**config.mk**
```make
export PLATFORM = sky130hd
export DESIGN_NAME = ugm_isqrt
export DESIGN_NICKNAME = d
export VERILOG_FILES = /design/src/ugm_pkg.sv /design/src/ugm_isqrt.sv
export SDC_FILE = /design/constraint.sdc
export NUM_CORES = 2
export LEC_CHECK = 0
export ABC_AREA = 1
export BUFFER_PORTS_ARGS = -buffer_cell sky130_fd_sc_hd__buf_2
export CORE_ASPECT_RATIO = 0.6
export CORE_UTILIZATION = 55
export CTS_CLUSTER_DIAMETER = 60
export CTS_CLUSTER_SIZE = 40
export DETAILED_ROUTE_END_ITERATION = 12
export GPL_ROUTABILITY_DRIVEN = 1
export MAX_ROUTING_LAYER = met4
export PLACE_DENSITY_LB_ADDON = 0.3
export SETUP_SLACK_MARGIN = 0.3
export SLEW_MARGIN = 20
export SYNTH_ARGS = -nofsm -noshare
export SYNTH_HDL_FRONTEND = slang
export SYNTH_SLANG_ARGS = --single-unit
```
**constraint.sdc**
```tcl
create_clock -name clk -period 5.9 [get_ports clk]
set_input_delay 0.59 -clock clk [delete_from_list [all_inputs] [get_ports clk]]
set_output_delay 0.59 -clock clk [all_outputs]
set_load 0.005 [all_outputs]
```
**src/ugm_pkg.sv**
```systemverilog
// Shared types, widths and constants of the upwind gradient magnitude block.
// No dependencies.
package ugm_pkg;

  localparam int UGM_SAMPLE_W  = 24;
  localparam int UGM_INV_W     = 24;
  localparam int UGM_DIFF_W    = UGM_SAMPLE_W + 1;
  localparam int UGM_PROD_W    = 2 * UGM_DIFF_W;
  localparam int UGM_FRAC_INV  = 16;
  localparam int UGM_ROOT_W    = 24;
  localparam int UGM_SUM_W     = 2 * UGM_ROOT_W;
  localparam int UGM_CFG_W     = 24;
  localparam int UGM_CFG_IDX_W = 3;
  localparam int UGM_ARITH_STAGES = 6;
  localparam int UGM_DEPTH     = UGM_ARITH_STAGES + UGM_ROOT_W;

  localparam logic [UGM_INV_W-1:0] UGM_INV_ONE   = 24'd65536;
  localparam logic [UGM_INV_W-1:0] UGM_INV_RESET = 24'd65536;
  localparam logic UGM_MODE_RESET = 1'b1;
  localparam logic UGM_SIGN_RESET = 1'b0;

  typedef logic signed [UGM_SAMPLE_W-1:0] sample_t;
  typedef logic [UGM_INV_W-1:0] inv_t;

  typedef enum logic [UGM_CFG_IDX_W-1:0] {
    REG_SOURCE_MODE   = 3'd0,
    REG_SPEED_SIGN    = 3'd1,
    REG_INV_SPACING_X = 3'd2,
    REG_INV_SPACING_Y = 3'd3,
    REG_INV_SPACING_Z = 3'd4
  } cfg_reg_t;

  // Rounded and clipped difference.
  typedef struct packed {
    sample_t val;
    logic    clip;
  } round_t;

  // Request into the square root pipeline.
  typedef struct packed {
    logic [UGM_SUM_W-1:0] sum;
    logic                 sat;
  } sq_req_t;

endpackage

```
**src/ugm_isqrt.sv**
```systemverilog
// Pipelined integer square root, rounded down, one result bit per stage.
// Depends on ugm_pkg.
module ugm_isqrt (
  input  logic                            clk,
  input  logic                            rst,
  input  logic                            in_valid,
  output logic                            in_ready,
  input  ugm_pkg::sq_req_t                in_req,
  output logic                            out_valid,
  input  logic                            out_ready,
  output logic [ugm_pkg::UGM_ROOT_W-1:0]  out_root,
  output logic                            out_sat
);
  import ugm_pkg::*;

  localparam int TrialW = UGM_SUM_W + 1;

  logic                  vld    [UGM_ROOT_W];
  logic [UGM_SUM_W-1:0]  rem_q  [UGM_ROOT_W];
  logic [UGM_ROOT_W-1:0] root_q [UGM_ROOT_W];
  logic                  sat_q  [UGM_ROOT_W];
  logic                  rdy    [UGM_ROOT_W+1];

  assign rdy[UGM_ROOT_W] = out_ready;
  assign in_ready        = rdy[0];

  for (genvar k = 0; k < UGM_ROOT_W; k++) begin : g_stage
    localparam int B = UGM_ROOT_W - 1 - k;

    logic                  src_v;
    logic [UGM_SUM_W-1:0]  src_rem;
    logic [UGM_ROOT_W-1:0] src_root;
    logic                  src_sat;
    logic [TrialW-1:0]     trial;
    logic                  fits;

    // Stage input comes from the channel for the first stage.
    if (k == 0) begin : g_first
      assign src_v    = in_valid;
      assign src_rem  = in_req.sum;
      assign src_root = '0;
      assign src_sat  = in_req.sat;
    end else begin : g_rest
      assign src_v    = vld[k-1];
      assign src_rem  = rem_q[k-1];
      assign src_root = root_q[k-1];
      assign src_sat  = sat_q[k-1];
    end

    // Try setting this root bit: (r + 2^B)^2 - r^2 = r * 2^(B+1) + 2^(2B).
    assign trial = ({{(TrialW-UGM_ROOT_W){1'b0}}, src_root} << (B + 1))
                 + ({{(TrialW-1){1'b0}}, 1'b1} << (2 * B));
    assign fits  = {1'b0, src_rem} >= trial;

    assign rdy[k] = !vld[k] || rdy[k+1];

    always_ff @(posedge clk) begin
      if (rst) begin
        vld[k] <= 1'b0;
      end else if (rdy[k]) begin
        vld[k] <= src_v;
      end
    end

    always_ff @(posedge clk) begin
      if (rdy[k] && src_v) begin
        sat_q[k] <= src_sat;
        if (fits) begin
          rem_q[k]  <= src_rem - trial[UGM_SUM_W-1:0];
          root_q[k] <= src_root | (UGM_ROOT_W'(1) << B);
        end else begin
          rem_q[k]  <= src_rem;
          root_q[k] <= src_root;
        end
      end
    end
  end

  assign out_valid = vld[UGM_ROOT_W-1];
  assign out_root  = root_q[UGM_ROOT_W-1];
  assign out_sat   = sat_q[UGM_ROOT_W-1];

endmodule

```
==> results.ini <==
[logic_synthesis]
synth_top_area_share_pct = 60.3
netlist_area_um2 = 72300
syn_avg_cell_area_um2 = 10.7
synth_top_family_by_area = simple AND/OR/NAND/NOR gates
syn_nets = 7140
ys_warn_count = 0
yosysTopAreaCell = edfxtp_1
synthDistinctLibCells = 75
synth_mux_area_share_pct = 0.168
synth_simple_gate_area_share_pct = 14.3
synth-seq-area-share_pct = 60.3
synth_xor_area_share_pct = 5.91
netlist_top_cells_area = edfxtp_1, inv_1, ha_1
synth_compound_area_share_pct = 7.25
synthAdderAreaFrac_pct = 5.57
synth_edf_count = 1452
ys.flop_type = edfxtp_1
postSynthCellCount = 6765
synth_seq_cells = 1452
synthArstFlopShare_pct = 0

[floorplanning]
die_h_um = 283
fp-row-count = 102
die_x_um = 470
initial_core_util_pct = 55.7
io_pins = 80
core_um2 = 130000
dieArea_um2 = 133000

[setup_path]
reg2reg_slack_ps = 1150
crit_family = simple AND/OR/NAND/NOR gates
path_buf_inv = 3
critPathLaunchType = flip-flop
cp-end-kind = flip-flop
crit_arrival_ps = 5220
crit_path_top_delay_cell = nor3_1
rr_worst_depth = 14
path_cells = ha_1, inv_1, nor2_1, inv_1, nor2_1, nand2_1, nor3_1, a211oi_1, nand2_2, inv_1, nor3_1, o21ai_0, nor3b_1, nor2_1
reg2reg_from = rem_q[2][218]$_DFFE_PP_
cp.required_ps = 6370
slowest_delay_ps = 900
crit_path_max_fanout = 11
criticalPathCategory = flip-flop to flip-flop
r2r-end = rem_q[2][281]$_DFFE_PP_

[place]
place_congestion = 1.10
hpwl_um = 162000
io_buffer_count = 79

[power_and_ir_drop]
power.share.switching_pct = 22.3
combPwrFrac_pct = 0.9
p_switching_w = 0.00407
finalPower_w = 0.0183
ir_worst_vdd_mv = 0.293
pwr-share-seq_pct = 61.7
cellLeakagePower_nw = 30.0
power.density_nw_per_um2 = 234
p_int_w = 0.0142
p_clk_share_pct = 37.4

[routing]
drc = 0
first_pass_iters = 6
viasPerCell = 5.84
wl_per_cell_um = 23.4
first_iter_violations = 8266
dr_total_vias = 50900
drtAntennaViolNets = 0
wirelength_um = 204000

[clocking]
clock_latency_ps = 740
cts-buffers-inserted = 77
cts_resized = 0
root_buffer = clkbuf_16
clockBufferDepth = 3
clk_pin_slew_ps = 110
cts_tree = done
numClockSinks = 1452
htreeDepth = 3

[min_path]
hold_path_end = rem_q[0][40]$_DFFE_PP_
hold_path_class = primary input to flip-flop
min_from = in_req[41]
hold_path_depth = 1

[grt]
antenna_found_initial = 5
grtUsageTotal_pct = 31.3
grt_max_degree = 71
grt_pass1_vias = 45000
grt_pass1_wl_um = 296000
overflow = 0

[timing]
rsz0062_at_grt = false
whs_ps = 51.9
slew_headroom_pct = 19.4
tightest_slew_ps = 1200
skew_ps = 47.9
report.final.slew_viol_count = 0
max_freq_mhz = 210
setup_tns_ps = 0
period_minus_slack_ps = 4750
setup_viol = 0
period_share_pct = 80.5
hold_viol = 0

[layout]
drive_gt1_share_pct = 5.69
num-nets-final = 7301
regArea_um2 = 43600
multi_input_area_um2 = 24100
area_growth_pct = 8.15
nFillCells = 10600

[status]
outcome = completed

[run]
maxCapViolations = 0

==> flip-flops by register name, summed over array words and instances (netlist names) <==
register,flops
rem_q,1104
root_q,300
sat_q,24
vld,24
==> worst register-to-register path: stages (launching register included) <==
cell and delay, ps:
edfxtp_1 410, ha_1 380, inv_1 70, nor2_1 280
inv_1 90, nor2_1 250, nand2_1 360, nor3_1 900
a211oi_1 270, nand2_2 380, inv_1 250, nor3_1 160
o21ai_0 340, nor3b_1 300, nor2_1 60
==> metal layers <==
layer / part of all wire [%] / vias up / GRT usage, %
met2: 31 / 2880 / 31.3
met1: 50 / 24300 / 52.7
met5: 0 / - / -
met4: 1.0 / 0 / 3.83
met3: 18 / 152 / 14.9
li1: - / 23500 / -
==> per-stage QoR <==
stage / setup WS (ps) / instance area, um^2 / util (%) / instances
3_5_place_dp: 1600 / 75000 / 57.8 / 8551
5_1_grt: 1070 / 78200 / 60.3 / 8708
4_1_cts: 1610 / 78100 / 60.2 / 8705
3_3_place_gp: 423 / 75000 / 57.8 / 8549
6_report: 1150 / 78200 / 60.3 / 8712
2_1_floorplan: 418 / 72300 / - / 6765
==> cell usage in the layout, fill, tap and decap left out, drive strengths merged, types with 124 or more instances in the layout <==
cell type,n
nand4,124
nand2,855
xnor2,193
buf,128
xor2,295
nor2,799
nor3,136
o21ai,325
edfxtp,1452
ha,322
inv,1181
nand3,178
a21oi,431
nor4,176
==> layout make-up <==
cell class                      instances  share of cell area, %
Tap cell                             1716                   2.75
Timing Repair Buffer                  140                   1.13
Multi-Input combinational cell       4093                   30.9
Sequential cell                      1452                   55.8
Clock buffer                           82                   2.54
Antenna cell                            7                 0.0224
Inverter                             1162                   5.58
Clock inverter                         60                   1.29
==> kinds of logic (layout without fill, tap and decap cells) <==
family,after synthesis,count (layout)
buffers and inverters,1220,1444
adder cells (fa/ha/maj),322,322
other,0,7
XOR/XNOR,488,488
flip-flops,1452,1452
AO/OA/AOI/OAI,938,938
multiplexers,11,11
AND/OR/NAND/NOR,2334,2334
==> power by group through the flow <==
stage               Clock (W)  Sequential, W  Combinational [W]
finish                0.00684         0.0113           0.000158
global route          0.00725         0.0113           0.000173
CTS                   0.00693         0.0113           0.000157
detailed placement          0         0.0115           0.000150
global placement            0         0.0115           0.000144
floorplan                   0         0.0115          0.0000909
==> worst max path at each step <==
stage / depth (start not counted) / start / slack (ps) / endpoint
6_report: 14 / rem_q[2][218]$_DFFE_PP_ / 1150 / rem_q[2][281]$_DFFE_PP_
5_1_grt: 14 / rem_q[2][218]$_DFFE_PP_ / 1070 / rem_q[2][281]$_DFFE_PP_
4_1_cts: 15 / root_q[2][119]$_DFFE_PP_ / 1610 / rem_q[2][281]$_DFFE_PP_
3_5_place_dp: 15 / root_q[2][119]$_DFFE_PP_ / 1600 / rem_q[2][281]$_DFFE_PP_
3_3_place_gp: 14 / root_q[2][21]$_DFFE_PP_ / 420 / rem_q[2][94]$_DFFE_PP_
2_1_floorplan: 13 / out_ready / 420 / rem_q[2][42]$_DFFE_PP_
==> repair_timing <==
item                                   4_1_cts  5_1_grt
hold buffers                                12        0
setup buffers                                0        0
endpoints found under the hold margin       12        0
==> cells in the mapped netlist, types with 8 or more instances <==
| library cell | instances |
|---|---|
| nor2_1 | 793 |
| mux2_2 | 9 |
| o21ai_1 | 10 |
| nand2_2 | 8 |
| nand2_1 | 847 |
| a31oi_1 | 52 |
| ha_1 | 322 |
| o211ai_1 | 22 |
| o21ai_0 | 309 |
| xnor2_1 | 193 |
| inv_1 | 1155 |
| nor4_1 | 175 |
| nor3b_1 | 8 |
| o2111ai_1 | 16 |
| nand3_2 | 8 |
| or4_1 | 11 |
| a21boi_0 | 8 |
| nand3_1 | 168 |
| a211oi_1 | 18 |
| or2_2 | 26 |
| nand4_1 | 114 |
| clkbuf_1 | 31 |
| xor2_1 | 295 |
| nand4_2 | 8 |
| o21bai_1 | 12 |
| edfxtp_1 | 1452 |
| nor3_1 | 130 |
| a21oi_1 | 427 |
| o21a_1 | 10 |
| buf_2 | 14 |
| o221ai_1 | 10 |
(Power assumes the default switching activity.)
